==> src/rtl/dfr_pkg.sv <==
package dfr_pkg;

    // Configuration register indexes (byte address is 4 * index).
    localparam logic [1:0] REG_OPEN_BYTE     = 2'd0;
    localparam logic [1:0] REG_CLOSE_BYTE    = 2'd1;
    localparam logic [1:0] REG_TIMEOUT_TICKS = 2'd2;

    localparam int unsigned PADDR_W = 4;
    localparam int unsigned PDATA_W = 32;

    // Reset values of the configuration registers.
    localparam logic [7:0]  OPEN_BYTE_RST     = 8'd60;
    localparam logic [7:0]  CLOSE_BYTE_RST    = 8'd62;
    localparam logic [31:0] TIMEOUT_TICKS_RST = 32'd100;

    // The terminator that closes every message.
    localparam logic [7:0] TERM_BYTE = 8'd0;

    // Commands from the controller to the datapath.
    typedef struct packed {
        logic accept;     // an rx item is taken this cycle
        logic load_data;  // load the stored byte at the read pointer into the output
        logic load_term;  // load the terminator and clear the frame
    } dfr_cmd_t;

    // Status from the datapath to the controller.
    typedef struct packed {
        logic start_emit; // the item on the rx channel closes an open frame
        logic rd_done;    // every stored byte has been sent
    } dfr_status_t;

endpackage

==> src/rtl/dfr_ram.sv <==
module dfr_ram #(
    parameter int unsigned WIDTH = 8,
    parameter int unsigned DEPTH = 32
) (
    input  logic                     clk,
    input  logic                     we,
    input  logic [$clog2(DEPTH)-1:0] waddr,
    input  logic [WIDTH-1:0]         wdata,
    input  logic [$clog2(DEPTH)-1:0] raddr,
    output logic [WIDTH-1:0]         rdata
);

    logic [WIDTH-1:0] mem_reg [DEPTH];
    logic [WIDTH-1:0] rdata_reg;

    always_ff @(posedge clk)
    begin
        if (we)
        begin
            mem_reg[waddr] <= wdata;
        end
        rdata_reg <= mem_reg[raddr];
    end

    assign rdata = rdata_reg;

endmodule

==> src/rtl/dfr_datapath.sv <==
module dfr_datapath #(
    parameter int unsigned MAX_FRAME_LEN = 32
) (
    input  logic                          clk,
    input  logic                          rst_n,
    // Configuration port.
    input  logic                          psel,
    input  logic                          penable,
    input  logic                          pwrite,
    input  logic [dfr_pkg::PADDR_W-1:0]   paddr,
    input  logic [dfr_pkg::PDATA_W-1:0]   pwdata,
    output logic [dfr_pkg::PDATA_W-1:0]   prdata,
    // Input item fields.
    input  logic [7:0]                    rx_byte,
    input  logic [31:0]                   now_tick,
    // Result item fields.
    output logic [7:0]                    msg_byte,
    output logic                          msg_last,
    // Controller link.
    input  dfr_pkg::dfr_cmd_t             cmd,
    output dfr_pkg::dfr_status_t          status
);

    import dfr_pkg::*;

    localparam int unsigned ADDR_W = $clog2(MAX_FRAME_LEN);
    localparam int unsigned CNT_W  = $clog2(MAX_FRAME_LEN + 1);

    logic [7:0]        open_byte_reg;
    logic [7:0]        close_byte_reg;
    logic [31:0]       timeout_ticks_reg;

    logic [31:0]       prev_tick_reg;
    logic              in_frame_reg;
    logic              in_frame_next;
    logic [CNT_W-1:0]  fill_count_reg;
    logic [CNT_W-1:0]  fill_count_next;
    logic [ADDR_W-1:0] rd_ptr_reg;
    logic [ADDR_W-1:0] rd_ptr_next;
    logic [7:0]        msg_byte_reg;
    logic              msg_last_reg;

    logic              cfg_write;
    logic [1:0]        cfg_index;
    logic [31:0]       tick_gap;
    logic              timed_out;
    logic              in_frame_eff;
    logic [CNT_W-1:0]  fill_eff;
    logic [CNT_W-1:0]  fill_inc;
    logic              is_open;
    logic              is_close;
    logic              store_we;
    logic [7:0]        store_rdata;

    // Configuration registers.
    assign cfg_write = psel && penable && pwrite;
    assign cfg_index = paddr[3:2];

    always_ff @(posedge clk or negedge rst_n)
    begin
        if (!rst_n)
        begin
            open_byte_reg     <= OPEN_BYTE_RST;
            close_byte_reg    <= CLOSE_BYTE_RST;
            timeout_ticks_reg <= TIMEOUT_TICKS_RST;
        end
        else if (cfg_write)
        begin
            unique case (cfg_index)
                REG_OPEN_BYTE:     open_byte_reg     <= pwdata[7:0];
                REG_CLOSE_BYTE:    close_byte_reg    <= pwdata[7:0];
                REG_TIMEOUT_TICKS: timeout_ticks_reg <= pwdata;
                default:           ;
            endcase
        end
    end

    always_comb
    begin
        unique case (cfg_index)
            REG_OPEN_BYTE:     prdata = {24'd0, open_byte_reg};
            REG_CLOSE_BYTE:    prdata = {24'd0, close_byte_reg};
            REG_TIMEOUT_TICKS: prdata = timeout_ticks_reg;
            default:           prdata = '0;
        endcase
    end

    // Frame decode for the item on the rx channel.
    assign tick_gap     = now_tick - prev_tick_reg;
    assign timed_out    = tick_gap > timeout_ticks_reg;
    assign in_frame_eff = in_frame_reg && !timed_out;
    assign fill_eff     = timed_out ? '0 : fill_count_reg;
    assign fill_inc     = fill_eff + CNT_W'(1);
    assign is_open      = rx_byte == open_byte_reg;
    assign is_close     = rx_byte == close_byte_reg;

    assign status.start_emit = !is_open && is_close && in_frame_eff;
    assign status.rd_done    = CNT_W'(rd_ptr_reg) == fill_count_reg;

    assign store_we = cmd.accept && !is_open && !is_close && in_frame_eff;

    always_comb
    begin
        in_frame_next   = in_frame_reg;
        fill_count_next = fill_count_reg;
        if (cmd.accept)
        begin
            priority if (is_open)
            begin
                in_frame_next   = 1'b1;
                fill_count_next = '0;
            end
            else if (status.start_emit)
            begin
                // The count is kept until the terminator has been loaded.
                in_frame_next   = 1'b0;
                fill_count_next = fill_eff;
            end
            else if (in_frame_eff)
            begin
                if (fill_inc == CNT_W'(MAX_FRAME_LEN))
                begin
                    in_frame_next   = 1'b0;
                    fill_count_next = '0;
                end
                else
                begin
                    in_frame_next   = 1'b1;
                    fill_count_next = fill_inc;
                end
            end
            else
            begin
                in_frame_next   = 1'b0;
                fill_count_next = '0;
            end
        end
        else if (cmd.load_term)
        begin
            fill_count_next = '0;
        end
    end

    // The read address runs one step ahead so the RAM output is ready in time.
    always_comb
    begin
        priority if (cmd.accept)
        begin
            rd_ptr_next = '0;
        end
        else if (cmd.load_data)
        begin
            rd_ptr_next = rd_ptr_reg + ADDR_W'(1);
        end
        else
        begin
            rd_ptr_next = rd_ptr_reg;
        end
    end

    always_ff @(posedge clk or negedge rst_n)
    begin
        if (!rst_n)
        begin
            prev_tick_reg  <= '0;
            in_frame_reg   <= 1'b0;
            fill_count_reg <= '0;
            rd_ptr_reg     <= '0;
        end
        else
        begin
            if (cmd.accept)
            begin
                prev_tick_reg <= now_tick;
            end
            in_frame_reg   <= in_frame_next;
            fill_count_reg <= fill_count_next;
            rd_ptr_reg     <= rd_ptr_next;
        end
    end

    dfr_ram #(
        .WIDTH (8),
        .DEPTH (MAX_FRAME_LEN)
    ) u_store (
        .clk   (clk),
        .we    (store_we),
        .waddr (fill_eff[ADDR_W-1:0]),
        .wdata (rx_byte),
        .raddr (rd_ptr_next),
        .rdata (store_rdata)
    );

    // Output payload register.
    always_ff @(posedge clk)
    begin
        if (cmd.load_data)
        begin
            msg_byte_reg <= store_rdata;
            msg_last_reg <= 1'b0;
        end
        else if (cmd.load_term)
        begin
            msg_byte_reg <= TERM_BYTE;
            msg_last_reg <= 1'b1;
        end
    end

    assign msg_byte = msg_byte_reg;
    assign msg_last = msg_last_reg;

endmodule

==> src/rtl/dfr_ctrl.sv <==
module dfr_ctrl (
    input  logic                 clk,
    input  logic                 rst_n,
    input  logic                 rx_valid,
    output logic                 rx_stall,
    output logic                 msg_valid,
    input  logic                 msg_stall,
    input  dfr_pkg::dfr_status_t status,
    output dfr_pkg::dfr_cmd_t    cmd
);

    import dfr_pkg::*;

    typedef enum logic {
        ST_IDLE,
        ST_EMIT
    } state_t;

    state_t state_reg;
    state_t state_next;
    logic   msg_valid_reg;
    logic   msg_valid_next;
    logic   slot_free;

    assign slot_free = !msg_valid_reg || !msg_stall;
    assign rx_stall  = state_reg == ST_EMIT;
    assign msg_valid = msg_valid_reg;

    always_comb
    begin
        cmd.accept    = rx_valid && (state_reg == ST_IDLE);
        cmd.load_data = (state_reg == ST_EMIT) && slot_free && !status.rd_done;
        cmd.load_term = (state_reg == ST_EMIT) && slot_free && status.rd_done;

        state_next = state_reg;
        unique case (state_reg)
            ST_IDLE:
            begin
                if (cmd.accept && status.start_emit)
                begin
                    state_next = ST_EMIT;
                end
            end
            ST_EMIT:
            begin
                if (cmd.load_term)
                begin
                    state_next = ST_IDLE;
                end
            end
            default: state_next = ST_IDLE;
        endcase

        priority if (cmd.load_data || cmd.load_term)
        begin
            msg_valid_next = 1'b1;
        end
        else if (!msg_stall)
        begin
            msg_valid_next = 1'b0;
        end
        else
        begin
            msg_valid_next = msg_valid_reg;
        end
    end

    always_ff @(posedge clk or negedge rst_n)
    begin
        if (!rst_n)
        begin
            state_reg     <= ST_IDLE;
            msg_valid_reg <= 1'b0;
        end
        else
        begin
            state_reg     <= state_next;
            msg_valid_reg <= msg_valid_next;
        end
    end

endmodule

==> src/rtl/delimited_frame_receiver_top.sv <==
// Delimited frame receiver with an inter-byte timeout.
// Received bytes enter on the rx channel (rx_valid, rx_stall, rx_byte, now_tick), one item
// per byte together with the tick at which it arrived. Bytes between an open byte and a
// close byte are collected in a frame store; the close byte sends them out on the msg
// channel (msg_valid, msg_stall, msg_byte, msg_last), followed by a zero terminator that
// carries msg_last. A tick gap larger than timeout_ticks drops a partial frame, and a frame
// that fills MAX_FRAME_LEN entries is dropped as well.
// An item that does not close a frame is taken whenever the block is idle, so such items may
// arrive back to back. A closing item holds off the rx channel while its N stored bytes (N is
// at most MAX_FRAME_LEN - 1) and the terminator are sent: the frame store is a
// single-port-read RAM read one entry a cycle while msg_stall does not hold the output.
// While the message drains, rx_stall is high; a stall on msg_stall holds the output
// register and pauses the drain, and a waiting result does not keep the next rx item out.
// The user must write the configuration port (open_byte, close_byte, timeout_ticks at byte
// addresses 0, 4, 8) only while the block is idle; the block does not enforce it. Reset
// clears the frame state, the tick history and the registers to their defaults; the frame
// store needs no clearing, since only entries written in the current frame are ever read.
module delimited_frame_receiver_top #(
    parameter int unsigned MAX_FRAME_LEN = 32
) (
    input  logic                        clk,
    input  logic                        rst_n,
    input  logic                        psel,
    input  logic                        penable,
    input  logic                        pwrite,
    input  logic [dfr_pkg::PADDR_W-1:0] paddr,
    input  logic [dfr_pkg::PDATA_W-1:0] pwdata,
    output logic [dfr_pkg::PDATA_W-1:0] prdata,
    output logic                        pready,
    input  logic                        rx_valid,
    output logic                        rx_stall,
    input  logic [7:0]                  rx_byte,
    input  logic [31:0]                 now_tick,
    output logic                        msg_valid,
    input  logic                        msg_stall,
    output logic [7:0]                  msg_byte,
    output logic                        msg_last
);

    import dfr_pkg::*;

    dfr_cmd_t    cmd;
    dfr_status_t status;

    // The register file always answers in the access cycle.
    assign pready = 1'b1;

    dfr_ctrl u_ctrl (
        .clk       (clk),
        .rst_n     (rst_n),
        .rx_valid  (rx_valid),
        .rx_stall  (rx_stall),
        .msg_valid (msg_valid),
        .msg_stall (msg_stall),
        .status    (status),
        .cmd       (cmd)
    );

    dfr_datapath #(
        .MAX_FRAME_LEN (MAX_FRAME_LEN)
    ) u_datapath (
        .clk      (clk),
        .rst_n    (rst_n),
        .psel     (psel),
        .penable  (penable),
        .pwrite   (pwrite),
        .paddr    (paddr),
        .pwdata   (pwdata),
        .prdata   (prdata),
        .rx_byte  (rx_byte),
        .now_tick (now_tick),
        .msg_byte (msg_byte),
        .msg_last (msg_last),
        .cmd      (cmd),
        .status   (status)
    );

`ifndef NO_ASSERTIONS
    // A closing item must hold off the rx channel while its message drains.
    a_close_stalls_rx: assert property (@(posedge clk) disable iff (!rst_n)
        cmd.accept && status.start_emit |=> rx_stall)
        else $error("closing item did not stall the rx channel");

    // The terminator always goes out as a zero byte marked last.
    a_term_is_zero: assert property (@(posedge clk) disable iff (!rst_n)
        cmd.load_term |=> msg_valid && msg_last && (msg_byte == TERM_BYTE) && !rx_stall)
        else $error("terminator not presented correctly");

    // Taking input and loading the output never happen in the same cycle.
    a_cmd_exclusive: assert property (@(posedge clk) disable iff (!rst_n)
        $onehot0({cmd.accept, cmd.load_data, cmd.load_term}))
        else $error("conflicting controller commands");
`endif

endmodule
==> config.mk <==
export PLATFORM = sky130hd
export DESIGN_NAME = delimited_frame_receiver_top
export DESIGN_NICKNAME = d
export VERILOG_FILES = /design/src/rtl/dfr_pkg.sv /design/src/rtl/dfr_ram.sv /design/src/rtl/dfr_datapath.sv /design/src/rtl/dfr_ctrl.sv /design/src/rtl/delimited_frame_receiver_top.sv
export SDC_FILE = /design/constraint.sdc
export NUM_CORES = 1
export LEC_CHECK = 0
export BUFFER_PORTS_ARGS = -buffer_cell sky130_fd_sc_hd__buf_4
export CAP_MARGIN = 40
export CORE_MARGIN = 2
export CORE_UTILIZATION = 55
export DETAILED_ROUTE_END_ITERATION = 12
export PLACE_DENSITY_LB_ADDON = 0.12
export SETUP_SLACK_MARGIN = 0.15
export SLEW_MARGIN = 20
export SYNTH_ARGS = -nofsm -noshare
export SYNTH_HDL_FRONTEND = slang
export SYNTH_HIERARCHICAL = 1
export SYNTH_SLANG_ARGS = --single-unit
==> constraint.sdc <==
create_clock -name clk -period 10.6 [get_ports clk]
set_input_delay 2.12 -clock clk [delete_from_list [all_inputs] [get_ports clk]]
set_output_delay 2.12 -clock clk [all_outputs]
set_load 0.01 [all_outputs]
==> impl_metrics.ini <==
[run_status]
status = completed

[timing]
maxSlewHeadroom_pct = 44.56
finalHoldViolCount = 0
rsz0062_at_grt = false
fin_skew_ns = 0.02202
finalMaxSlewViolations = 0
totalNegativeSetupSlack_ns = 0
fmax_ghz = 0.1232
min_period_ns = 8.120
period_share_pct = 76.60
finalSetupViolations = 0
tightest_slew_ns = 0.8285

[synthesis]
ys_ff_latch = 367
syn_area_per_cell_sq_um = 14.17
synthArstFlopShare_pct = 25.61
ys_warn_count = 6
syn-num-nets = 1355
synth-edff-count = 264
ys_types = 70
synth_cells = 1206
synth_ff_type = edfxtp_1
syn_area_sq_um = 17090
yosysSeqAreaShare_pct = 61.28

[pwr]
pwr-share-comb_pct = 14.8
pwr_density_cell_nw_per_um2 = 177.0
swShare_pct = 24.77
p_switching_uw = 867.9
intPower_uw = 2635
clockPowerShare_pct = 38.3
seq_power_share_pct = 46.9
power.static_leakage_uw = 0.007493
ir_worst_vdd_v = 0.0001251

[critical_path]
critPathTopFamily = simple AND/OR/NAND/NOR gates
path_buf_inv = 4
cp_slowest_stage_delay_ns = 0.68
start_kind = primary input
crit_slowest_cell = nor2_1
cp.required_ns = 10.76
cp.arrival_ns = 8.28
path_max_fanout = 14
path_class = primary input to register
crit_chain = buf_4 > inv_1 > ha_1 > inv_1 > fa_1 > a211oi_2 > o211ai_1 > nand4bb_1 > o211ai_1 > o41a_1 > a22o_1 > a221o_1 > a311oi_1 > xnor2_1 > ha_1 > nand4_1 > nor2_1 > nand2_1 > or4_1 > o21ai_0 > buf_4 > and3_1 > or3b_2 > nor2_1
cp-end-kind = register

[clock_tree]
cts_buffer_depth = 3
ctsHoldBuffers = 0
cts_resized = 0
numCtsBuffers = 39
post_cts_buffers = 0
insertion_delay_ns = 0.54
clk_pin_slew_worst_paths_ns = 0.06
cts-root-buf = clkbuf_16
clock_sink_count = 367
htree_levels = 2
cts_tree = built

[floorplan]
ios = 127
num_rows = 64
die-area_sq_um = 32510
fp.dieH_um = 180.3
fp.coreArea_sq_um = 30590
initial_core_util_pct = 55.88
die_w_um = 180.3

[finish]
instances_no_fill = 1762
nNetsFinal = 1488
final_cell_mix = edfxtp_1 (264), buf_4 (141), nand2_1 (93)
final_common_cell = edfxtp_1
largest_reg_flops = 256
layout-drive-gt1-share_pct = 24.89
area_delta_synth_final_pct = 15.78
antennaDiodeCount = 0

[place]
hpwl_um = 24570
io_buffers = 123
placedCellCount = 1688
gp_congestion = 0.8446

[global_routing]
grt_max_degree = 71
grt_pass1_vias = 10310
grt-ovfl-total = 0
grt_pass1_wl_um = 57110
grt_antenna_before_repair = 0
gr-usage-all-layers_pct = 22.57

[drt]
remaining_drc_errors = 0
viasPerCell = 5.785
routed_wl_um = 36380
vias = 10190
firstDrtPassIters = 5
wl_per_cell_um = 20.65
drt_iter0_drc = 783
drtAntennaViolNets = 0

[worst_hold_path]
hold_class = register to register

[job]
cap_violations = 0
## area by class of cell
type / count / area (sq um)
fillers: 2284 / 10800
flip-flops and latches: 367 / 10480
multi-input cells: 716 / 6147
repair buffers: 145 / 1154
clock buffers: 47 / 1027
well taps: 396 / 495.5
inverters: 70 / 262.8
clock inverters: 21 / 230.2
## worst paths after layout
kind	end	slack [ns]	cells after the start	start
min in group asynchronous	u_datapath/prev_tick_reg[27]	1.48	1	rst_n
max in group asynchronous	u_datapath/open_byte_reg[5]	8.02	3	rst_n
max	u_datapath/u_store/mem_reg[8][7]	2.48	24	now_tick[0]
max reg2reg	u_datapath/u_store/mem_reg[8][7]	3.88	22	u_datapath/prev_tick_reg[0]
min reg2reg	u_datapath/msg_last	0.48	2	u_datapath/msg_last
min	u_datapath/msg_last	0.48	2	u_datapath/msg_last
## layer usage
layer | vias to the layer above | part of all wire [%] | global-route usage (%)
li1 | 4773 | - | -
met1 | 5078 | 41 | 29.84
met2 | 283 | 50 | 38.21
met3 | 59 | 6.8 | 4.850
met4 | 0 | 2.0 | 6.000
met5 | - | 0 | 0
## power groups by stage
stage	Clock [uW]	Combinational [uW]	Sequential, uW
6_report	1340	517	1640
3_5_place_dp	0	517	1670
3_3_place_gp	0	504	1670
4_1_cts	1370	521	1640
5_1_grt	1430	586	1650
2_1_floorplan	0	348	1670
## tightest hold or removal path, stage by stage (launching register included)
cell and delay [ns]:
dfxtp_1 0.33, nor2_1 0.05, nor2_1 0.07
## synthesized netlist by cell type, types with 6 or more instances
library cell  count  area share, %
a21oi_1          26           0.76
o21ai_0          90            2.6
dfrtp_1          82             12
inv_1            70            1.5
dfstp_2          12            1.8
mux2i_1          10           0.59
nor2_1           67            1.5
ha_1             65            4.8
nand3_1          16           0.47
o21a_1            6           0.26
nand2_1          93            2.0
buf_1             7           0.15
mux4_2           80             11
and2_1           39            1.4
mux2_2           28            1.8
a31oi_1           8           0.29
dfxtp_1           9            1.1
clkbuf_1         34           0.75
buf_4             7           0.31
nor2b_1           7           0.26
nand4_1          14           0.51
xnor2_1          28            1.4
edfxtp_1        264             46
xor2_1           21            1.1
and3_1            8           0.29
a21o_1           34            1.5
## through the flow
stage / total power, uW / cell area, sq um / util (%) / hold WS, ns / setup slack [ns]
finish: 3503 / 19790 / 64.70 / 0.4793 / 2.480
global route: 3669 / 19790 / 64.70 / 0.5114 / 2.149
CTS: 3540 / 19710 / 64.45 / 0.4854 / 2.482
detailed placement: 2191 / 18460 / 60.34 / 0.4715 / 1.948
global placement: 2175 / 18370 / 60.04 / 0.4535 / 2.027
floorplan: 2014 / 17090 / - / 0.4849 / 3.036
## logic make-up (layout without fill, tap and decap cells)
group,count (synthesis),count (layout),share of synthesized area (%)
xor+xnor,49,49,2.511
other cells,1,1,0.02194
simple gates,279,279,7.986
compound gates,203,203,7.393
flops,367,367,61.28
fa+ha+maj,66,66,4.875
buf+inv,123,283,2.964
mux,118,118,12.97
Note: power is estimated with default switching activity, not from simulation.
